[src/rtl/hdlc_pkg.sv]
package hdlc_pkg;

	localparam int MAX_FLAGS = 24;
	localparam int QUEUE_DEPTH = 2;

	localparam logic [7:0] FLAG_OCTET = 8'h7E;
	localparam logic [15:0] CRC_POLY = 16'h8408;
	localparam logic [15:0] CRC_INIT = 16'hFFFF;
	localparam logic [2:0] STUFF_RUN = 3'd5;
	localparam logic [3:0] FLAG_LEN = 4'd8;

	localparam int CFG_AW = 4;
	localparam logic [1:0] REG_LEADING = 2'd0;
	localparam logic [1:0] REG_BETWEEN = 2'd1;
	localparam logic [1:0] REG_TRAILING = 2'd2;

	typedef struct packed {
		logic [4:0] lead_cnt;
		logic [7:0] octet;
		logic frame_end;
		logic [15:0] fcs;
		logic [4:0] close_cnt;
	} job_t;

	typedef struct packed {
		logic [9:0] bits;
		logic [3:0] len;
		logic [2:0] run;
	} stuffed_t;

	function automatic logic [4:0] clamp_flags(input logic [4:0] v);
		return (v > 5'(MAX_FLAGS)) ? 5'(MAX_FLAGS) : v;
	endfunction

	function automatic logic [15:0] crc_octet(input logic [15:0] c_in, input logic [7:0] octet);
		logic [15:0] c;
		c = c_in;
		for (int b = 0; b < 8; b++) begin
			c[0] = c[0] ^ octet[b];
			if (c[0]) begin
				c = (c >> 1) ^ CRC_POLY;
			end else begin
				c = c >> 1;
			end
		end
		return c;
	endfunction

	function automatic stuffed_t stuff_octet(input logic [7:0] octet, input logic [2:0] run_in);
		stuffed_t r;
		r.bits = '0;
		r.len = '0;
		r.run = run_in;
		for (int b = 0; b < 8; b++) begin
			r.bits = r.bits | (10'(octet[b]) << r.len);
			r.len = r.len + 4'd1;
			r.run = octet[b] ? (r.run + 3'd1) : 3'd0;
			if (r.run == STUFF_RUN) begin
				r.len = r.len + 4'd1;
				r.run = 3'd0;
			end
		end
		return r;
	endfunction

endpackage

[src/rtl/hdlc_queue.sv]
module hdlc_queue #(
	parameter int DEPTH = hdlc_pkg::QUEUE_DEPTH
) (
	input  logic clk,
	input  logic arst_n,
	input  logic wr_valid,
	output logic wr_ready,
	input  hdlc_pkg::job_t wr_data,
	output logic rd_valid,
	input  logic rd_pop,
	output hdlc_pkg::job_t rd_data
);

	localparam int PW = $clog2(DEPTH);
	localparam int CW = $clog2(DEPTH + 1);

	hdlc_pkg::job_t mem_q [DEPTH];
	logic [PW-1:0] wr_ptr_q;
	logic [PW-1:0] rd_ptr_q;
	logic [CW-1:0] count_q;
	logic do_wr;
	logic do_rd;

	assign wr_ready = (count_q != CW'(DEPTH));
	assign rd_valid = (count_q != '0);
	assign rd_data = mem_q[rd_ptr_q];
	assign do_wr = wr_valid && wr_ready;
	assign do_rd = rd_pop && rd_valid;

	always_ff @(posedge clk) begin
		if (do_wr) begin
			mem_q[wr_ptr_q] <= wr_data;
		end
	end

	always_ff @(posedge clk or negedge arst_n) begin
		if (!arst_n) begin
			wr_ptr_q <= '0;
			rd_ptr_q <= '0;
			count_q <= '0;
		end else begin
			if (do_wr) begin
				wr_ptr_q <= (wr_ptr_q == PW'(DEPTH - 1)) ? '0 : wr_ptr_q + PW'(1);
			end
			if (do_rd) begin
				rd_ptr_q <= (rd_ptr_q == PW'(DEPTH - 1)) ? '0 : rd_ptr_q + PW'(1);
			end
			if (do_wr && !do_rd) begin
				count_q <= count_q + CW'(1);
			end else if (do_rd && !do_wr) begin
				count_q <= count_q - CW'(1);
			end
		end
	end

endmodule

[src/rtl/hdlc_front.sv]
module hdlc_front (
	input  logic clk,
	input  logic arst_n,
	input  logic in_valid,
	output logic in_ready,
	input  logic [7:0] octet,
	input  logic frame_end,
	input  logic transmission_end,
	input  logic [4:0] leading_flag_count,
	input  logic [4:0] between_flag_count,
	input  logic [4:0] trailing_flag_count,
	output logic job_valid,
	input  logic job_ready,
	output hdlc_pkg::job_t job
);

	logic [15:0] check_q;
	logic started_q;
	logic [15:0] check_next;
	logic accept;

	assign in_ready = job_ready;
	assign accept = in_valid && job_ready;
	assign job_valid = accept;
	assign check_next = hdlc_pkg::crc_octet(check_q, octet);

	always_comb begin
		job.lead_cnt = started_q ? 5'd0 : hdlc_pkg::clamp_flags(leading_flag_count);
		job.octet = octet;
		job.frame_end = frame_end;
		job.fcs = ~check_next;
		if (!frame_end) begin
			job.close_cnt = 5'd0;
		end else if (transmission_end) begin
			job.close_cnt = hdlc_pkg::clamp_flags(trailing_flag_count);
		end else begin
			job.close_cnt = hdlc_pkg::clamp_flags(between_flag_count);
		end
	end

	always_ff @(posedge clk or negedge arst_n) begin
		if (!arst_n) begin
			check_q <= hdlc_pkg::CRC_INIT;
			started_q <= 1'b0;
		end else if (accept) begin
			check_q <= frame_end ? hdlc_pkg::CRC_INIT : check_next;
			started_q <= !(frame_end && transmission_end);
		end
	end

endmodule

[src/rtl/hdlc_back.sv]
module hdlc_back (
	input  logic clk,
	input  logic arst_n,
	input  logic job_valid,
	output logic job_pop,
	input  hdlc_pkg::job_t job,
	output logic out_valid,
	input  logic out_ready,
	output logic [9:0] chunk_bits,
	output logic [3:0] chunk_length,
	output logic last
);

	localparam logic [2:0] PH_IDLE = 3'd0;
	localparam logic [2:0] PH_LEAD = 3'd1;
	localparam logic [2:0] PH_DATA = 3'd2;
	localparam logic [2:0] PH_FCS_LO = 3'd3;
	localparam logic [2:0] PH_FCS_HI = 3'd4;
	localparam logic [2:0] PH_CLOSE = 3'd5;

	logic [2:0] phase_q;
	logic [4:0] cnt_q;
	logic [2:0] run_q;
	logic out_valid_q;
	logic [9:0] bits_q;
	logic [3:0] len_q;
	logic last_q;

	logic [2:0] cur_ph;
	logic [4:0] cur_cnt;
	logic [7:0] stuff_in;
	hdlc_pkg::stuffed_t st;
	logic emit;
	logic [2:0] ph_next;
	logic [4:0] cnt_next;
	logic [2:0] run_next;
	logic [9:0] bits_d;
	logic [3:0] len_d;
	logic last_d;
	logic done;

	assign emit = job_valid && (!out_valid_q || out_ready);
	assign job_pop = emit && done;

	assign cur_ph = (phase_q == PH_IDLE) ? ((job.lead_cnt != 5'd0) ? PH_LEAD : PH_DATA) : phase_q;
	assign cur_cnt = (phase_q == PH_IDLE) ? job.lead_cnt : cnt_q;

	always_comb begin
		case (cur_ph)
			PH_FCS_LO: stuff_in = job.fcs[7:0];
			PH_FCS_HI: stuff_in = job.fcs[15:8];
			default: stuff_in = job.octet;
		endcase
	end

	assign st = hdlc_pkg::stuff_octet(stuff_in, run_q);

	always_comb begin
		bits_d = {2'b00, hdlc_pkg::FLAG_OCTET};
		len_d = hdlc_pkg::FLAG_LEN;
		last_d = 1'b0;
		done = 1'b0;
		ph_next = cur_ph;
		cnt_next = cur_cnt;
		run_next = run_q;
		unique case (cur_ph)
			PH_LEAD: begin
				cnt_next = cur_cnt - 5'd1;
				if (cur_cnt == 5'd1) begin
					ph_next = PH_DATA;
				end
			end
			PH_DATA: begin
				bits_d = st.bits;
				len_d = st.len;
				run_next = st.run;
				if (job.frame_end) begin
					ph_next = PH_FCS_LO;
				end else begin
					last_d = 1'b1;
					done = 1'b1;
					ph_next = PH_IDLE;
				end
			end
			PH_FCS_LO: begin
				bits_d = st.bits;
				len_d = st.len;
				run_next = st.run;
				ph_next = PH_FCS_HI;
			end
			PH_FCS_HI: begin
				bits_d = st.bits;
				len_d = st.len;
				run_next = 3'd0;
				if (job.close_cnt == 5'd0) begin
					last_d = 1'b1;
					done = 1'b1;
					ph_next = PH_IDLE;
				end else begin
					ph_next = PH_CLOSE;
					cnt_next = job.close_cnt;
				end
			end
			PH_CLOSE: begin
				cnt_next = cur_cnt - 5'd1;
				if (cur_cnt == 5'd1) begin
					last_d = 1'b1;
					done = 1'b1;
					ph_next = PH_IDLE;
				end
			end
			default: begin
				ph_next = PH_IDLE;
			end
		endcase
	end

	always_ff @(posedge clk or negedge arst_n) begin
		if (!arst_n) begin
			phase_q <= PH_IDLE;
			cnt_q <= '0;
			run_q <= '0;
			out_valid_q <= 1'b0;
		end else begin
			if (emit) begin
				phase_q <= ph_next;
				cnt_q <= cnt_next;
				run_q <= run_next;
				out_valid_q <= 1'b1;
			end else if (out_ready) begin
				out_valid_q <= 1'b0;
			end
		end
	end

	always_ff @(posedge clk) begin
		if (emit) begin
			bits_q <= bits_d;
			len_q <= len_d;
			last_q <= last_d;
		end
	end

	assign out_valid = out_valid_q;
	assign chunk_bits = bits_q;
	assign chunk_length = len_q;
	assign last = last_q;

endmodule

[src/rtl/hdlc_bit_stuffing_framer.sv]
// Channel   Direction  Contents
// s_axis    in         tdata[7:0] octet, tlast frame_end, tuser[0] transmission_end
// m_axis    out        tdata[9:0] chunk_bits, tdata[13:10] chunk_length, tlast last
// apb       in/out     flag count registers at byte addresses 0, 4 and 8
//
// The front accepts one request per cycle while the job queue has room.
// The back emits one chunk per cycle while the output is not stalled. A
// request yields one chunk for a plain octet, three plus the flags at a
// frame end, plus any leading flags. Reset clears the CRC, the stuffing run
// and the queue. Either side may stall without losing requests.
module hdlc_bit_stuffing_framer #(
	parameter int QUEUE_DEPTH = hdlc_pkg::QUEUE_DEPTH
) (
	input  logic clk,
	input  logic arst_n,
	input  logic s_axis_tvalid,
	output logic s_axis_tready,
	input  logic [7:0] s_axis_tdata, // octet
	input  logic s_axis_tlast,
	input  logic [0:0] s_axis_tuser, // transmission_end
	output logic m_axis_tvalid,
	input  logic m_axis_tready,
	output logic [15:0] m_axis_tdata, // chunk_bits, chunk_length, zero fill
	output logic m_axis_tlast,
	input  logic psel,
	input  logic penable,
	input  logic pwrite,
	input  logic [hdlc_pkg::CFG_AW-1:0] paddr,
	input  logic [31:0] pwdata,
	output logic [31:0] prdata,
	output logic pready
);

	logic [4:0] leading_q;
	logic [4:0] between_q;
	logic [4:0] trailing_q;
	logic cfg_wr;
	logic [1:0] reg_idx;

	logic job_valid;
	logic job_ready;
	hdlc_pkg::job_t job_in;
	logic head_valid;
	logic head_pop;
	hdlc_pkg::job_t head;
	logic [9:0] chunk_bits;
	logic [3:0] chunk_length;

	assign pready = 1'b1;
	assign reg_idx = paddr[3:2];
	assign cfg_wr = psel && penable && pwrite && pready;

	always_ff @(posedge clk or negedge arst_n) begin
		if (!arst_n) begin
			leading_q <= 5'd1;
			between_q <= 5'd1;
			trailing_q <= 5'd1;
		end else if (cfg_wr) begin
			unique case (reg_idx)
				hdlc_pkg::REG_LEADING: leading_q <= pwdata[4:0];
				hdlc_pkg::REG_BETWEEN: between_q <= pwdata[4:0];
				hdlc_pkg::REG_TRAILING: trailing_q <= pwdata[4:0];
				default: ;
			endcase
		end
	end

	always_comb begin
		unique case (reg_idx)
			hdlc_pkg::REG_LEADING: prdata = {27'd0, leading_q};
			hdlc_pkg::REG_BETWEEN: prdata = {27'd0, between_q};
			hdlc_pkg::REG_TRAILING: prdata = {27'd0, trailing_q};
			default: prdata = 32'd0;
		endcase
	end

	hdlc_front u_front (
		.clk(clk),
		.arst_n(arst_n),
		.in_valid(s_axis_tvalid),
		.in_ready(s_axis_tready),
		.octet(s_axis_tdata),
		.frame_end(s_axis_tlast),
		.transmission_end(s_axis_tuser[0]),
		.leading_flag_count(leading_q),
		.between_flag_count(between_q),
		.trailing_flag_count(trailing_q),
		.job_valid(job_valid),
		.job_ready(job_ready),
		.job(job_in)
	);

	hdlc_queue #(
		.DEPTH(QUEUE_DEPTH)
	) u_queue (
		.clk(clk),
		.arst_n(arst_n),
		.wr_valid(job_valid),
		.wr_ready(job_ready),
		.wr_data(job_in),
		.rd_valid(head_valid),
		.rd_pop(head_pop),
		.rd_data(head)
	);

	hdlc_back u_back (
		.clk(clk),
		.arst_n(arst_n),
		.job_valid(head_valid),
		.job_pop(head_pop),
		.job(head),
		.out_valid(m_axis_tvalid),
		.out_ready(m_axis_tready),
		.chunk_bits(chunk_bits),
		.chunk_length(chunk_length),
		.last(m_axis_tlast)
	);

	assign m_axis_tdata = {2'b00, chunk_length, chunk_bits};

endmodule

[config.mk]
export PLATFORM = sky130hd
export DESIGN_NAME = hdlc_bit_stuffing_framer
export DESIGN_NICKNAME = d
export VERILOG_FILES = /design/src/rtl/hdlc_pkg.sv /design/src/rtl/hdlc_queue.sv /design/src/rtl/hdlc_front.sv /design/src/rtl/hdlc_back.sv /design/src/rtl/hdlc_bit_stuffing_framer.sv
export SDC_FILE = /design/constraint.sdc
export NUM_CORES = 1
export LEC_CHECK = 0
export BUFFER_PORTS_ARGS = -buffer_cell sky130_fd_sc_hd__buf_4
export CELL_PAD_IN_SITES_DETAIL_PLACEMENT = 1
export CELL_PAD_IN_SITES_GLOBAL_PLACEMENT = 2
export CORE_UTILIZATION = 40
export DETAILED_ROUTE_END_ITERATION = 8
export PLACE_DENSITY = 0.92
export SLEW_MARGIN = 40
export SYNTH_ARGS = -nofsm -noshare
export SYNTH_HDL_FRONTEND = slang
export SYNTH_SLANG_ARGS = --single-unit
[constraint.sdc]
create_clock -name clk -period 30.2 [get_ports clk]
set_input_delay 1.51 -clock clk [delete_from_list [all_inputs] [get_ports clk]]
set_output_delay 1.51 -clock clk [all_outputs]
set_load 0.1 [all_outputs]
==> reports/metrics.yaml <==
floorplan:
  die-area_um2: 21000
  initial_utilization_pct: 41.4
  dieHeight_um: 145
  fp.coreArea_um2: 19700
  io_pins: 105
  row_count: 51
  die_x_um: 145
routing:
  wl_met1_um: 8970
  dr_wl_met2_um: 9910
  firstDrtPassIters: 4
  routed_wl_um: 19800
  via_count: 5955
  maxUsedRoutingLayer: "met4"
  antenna_left: 0
  vias_per_cell: 5.44
  met3WireLength_um: 520
  post_drt_wl_per_cell_um: 18.1
  drcViolationCount: 0
  drt-initial-drc-count: 296
grt:
  grt_pass1_vias: 6040
  antenna_found_initial: 0
  grt_remaining_overflow: 0
  grt_use_total_pct: 20.0
  grt_pass1_wl_um: 31800
  grt_max_degree: 49
synth:
  synthCells: 771
  synthFlopType: "edfxtp_1"
  synth-seq-cells: 133
  synth_edf_count: 85
  postSynth.asyncResetShare_pct: 36.1
  syn_area_um2: 8160
  seq_area_frac_synth_pct: 46.3
  postSynthAreaPerCell_um2: 10.6
  yosysUniqueCellTypes: 80
  synth_warnings: 0
placed_design:
  hpwl_um: 13500
  place.gp.congestion: 0.837
  port_buffers: 45
worst_setup_path:
  cp-start-kind: "flip-flop"
  cp_data_required_time_ns: 30.37
  worstRegToRegCells: 38
  crit_path_top_delay_cell: "a2111oi_2"
  cp-end-kind: "flip-flop"
  path_class: "reg -> reg"
  path_max_fanout: 16
  worst_path_most_repeated_cell: "ha_1"
  arrival_ns: 11.70
  slowest_delay_ns: 0.79
min_path:
  hold_depth: 2
  hp-class: "reg -> reg"
timing:
  setup_tns_ns: 0
  fin_worst_skew_ns: 0.0189
  period_minus_slack_ns: 11.53
  slew_headroom_pct: 44.5
  min_period_over_period_pct: 38.2
  hold_violations: 0
  slew_viol_final: 0
  worst_pin_slew_ns: 0.831
  max_freq_mhz: 86.7
  finalSetupViolCount: 0
  grt_setup_unrepaired: "no"
clock_network:
  cts_resized: 0
  clk_pin_slew_ns: 0.06
  cts_buffers: 17
  cts_tree: "done"
  post_cts_buffers: 0
  cts_num_sinks: 133
  cts_root_buf: "clkbuf_16"
  ctsHoldBuffers: 0
  htreeDepth: 4
  cts_buffer_depth: 2
  clk_latency_ns: 0.43
job:
  drv_cap: 0
run_status:
  status: "complete, no violations"
final_layout:
  drive_gt1_share_pct: 18.8
  seq_area_um2: 3780
  area_growth_pct: 12.8
  fillers: 2161
  fin_nets: 896
  antennaDiodeCount: 0
  multi_input_area_um2: 4020
## routing by layer
metal / GRT usage (%) / up-vias
li1: - / 2840
met1: 25.2 / 2974
met2: 34.1 / 113
met3: 3.55 / 28
met4: 7.37 / 0
met5: 0 / -
## cells in the mapped netlist, types with 5 or more instances
cell type,n,area share [%]
edfxtp_1,85,31
nor2_1,69,3.2
a21oi_1,54,3.3
nand2_1,51,2.3
mux2i_1,38,4.7
xnor2_1,36,3.9
inv_1,35,1.6
buf_4,31,2.9
dfrtp_1,29,8.9
mux2_2,28,3.9
o21ai_0,28,1.7
ha_1,25,3.8
dfstp_2,19,6.1
nand3_1,19,1.2
xor2_1,19,2.0
nor3_1,16,0.98
clkbuf_1,14,0.64
nor2b_1,14,1.1
and2_1,10,0.77
nand2b_1,10,0.77
o22ai_1,9,0.69
a211oi_1,7,0.64
o31ai_1,7,0.64
a21o_1,6,0.55
o221ai_1,6,0.64
or3_1,6,0.46
a221oi_1,5,0.54
## sequential cells by signal, indices dropped and copies added (netlist names)
name                 count
u_back.run_q             3
u_queue.rd_ptr_q         1
between_q                5
trailing_q               5
leading_q                5
u_back.last              1
u_back.chunk_bits       10
u_front.check_q         16
u_front.started_q        1
u_queue.wr_ptr_q         1
u_back.chunk_length      4
u_back.phase_q           3
u_back.out_valid         1
u_queue.count_q          2
u_back.cnt_q             5
u_queue.mem_q           70
## metrics by stage
stage	util [%]	worst slack, ns	area [um2]	hold WS, ns	instances
3_5_place_dp	43.9	18.55	8660	0.483	1062
3_3_place_gp	43.9	18.80	8660	0.461	1062
2_1_floorplan	-	20.47	8270	0.445	799
4_1_cts	46.7	18.50	9200	0.503	1094
6_report	46.7	18.67	9210	0.489	1095
5_1_grt	46.7	17.73	9210	0.525	1095
## logic make-up after synthesis
logic type	after synthesis	synth area share [%]
compound gates	168	14.6
xor+xnor	60	7.08
fa+ha+maj	26	4.08
buf+inv	92	5.96
flops	133	46.3
mux	67	8.66
other cells	2	0.0920
simple gates	223	13.3
## final cells by class
type,count,share of cell area [%]
Clock buffer,20,4.85
Timing Repair Buffer,53,4.29
Inverter,38,1.60
Multi-Input combinational cell,574,43.6
Clock inverter,12,0.992
Sequential cell,133,41.0
Tap cell,265,3.60
## worst max-delay path: cells and delay by family, from the launching register on
| kind | cells | cell delay, ns |
|---|---|---|
| compound gates | 13 | 3.93 |
| simple gates | 12 | 3.80 |
| fa+ha+maj | 7 | 1.99 |
| buf+inv | 4 | 0.63 |
| flops | 1 | 0.56 |
| xor+xnor | 2 | 0.36 |
## cell usage in the layout, fill, tap and decap left out, drive strengths merged, types with 4 or more instances in the layout
cell     synthesis  layout
dfrtp           29      29
or3              6       6
xnor2           39      39
nor2            70      70
o211ai           4       4
edfxtp          85      85
clkinv           2       5
inv             36      45
or4              4       4
clkbuf          14      20
ha              25      25
nor3            16      16
a21oi           55      55
o21ai           31      31
a31oi            4       4
buf             40      53
a2111oi          5       5
dfstp           19      19
mux2            29      29
a21o             6       6
a221oi           8       8
conb             2      30
nand3           19      19
xor2            19      19
o31ai            8       8
a211oi           7       7
nor4             4       4
nand2           51      51
o41ai            4       4
and2            11      11
mux2i           38      38
o221ai           6       6
nor2b           14      14
o22ai            9       9
nand2b          10      10
## worst paths after layout
kind | startpoint | slack, ns | endpoint
worst max-delay path | u_back.phase_q[2] | 18.67 | u_back.chunk_length[3]
worst min-delay path | u_back.cnt_q[3] | 0.49 | u_back.cnt_q[3]
worst max register to register | u_back.phase_q[2] | 18.67 | u_back.chunk_length[3]
worst min register to register | u_back.cnt_q[3] | 0.49 | u_back.cnt_q[3]
max in group asynchronous | arst_n | 28.61 | u_queue.rd_ptr_q
min in group asynchronous | arst_n | 1.10 | u_back.cnt_q[3]
Power is left out: the tool's default activity adds up to more than one toggle a clock period on the data nets, which glitch-free logic cannot reach.
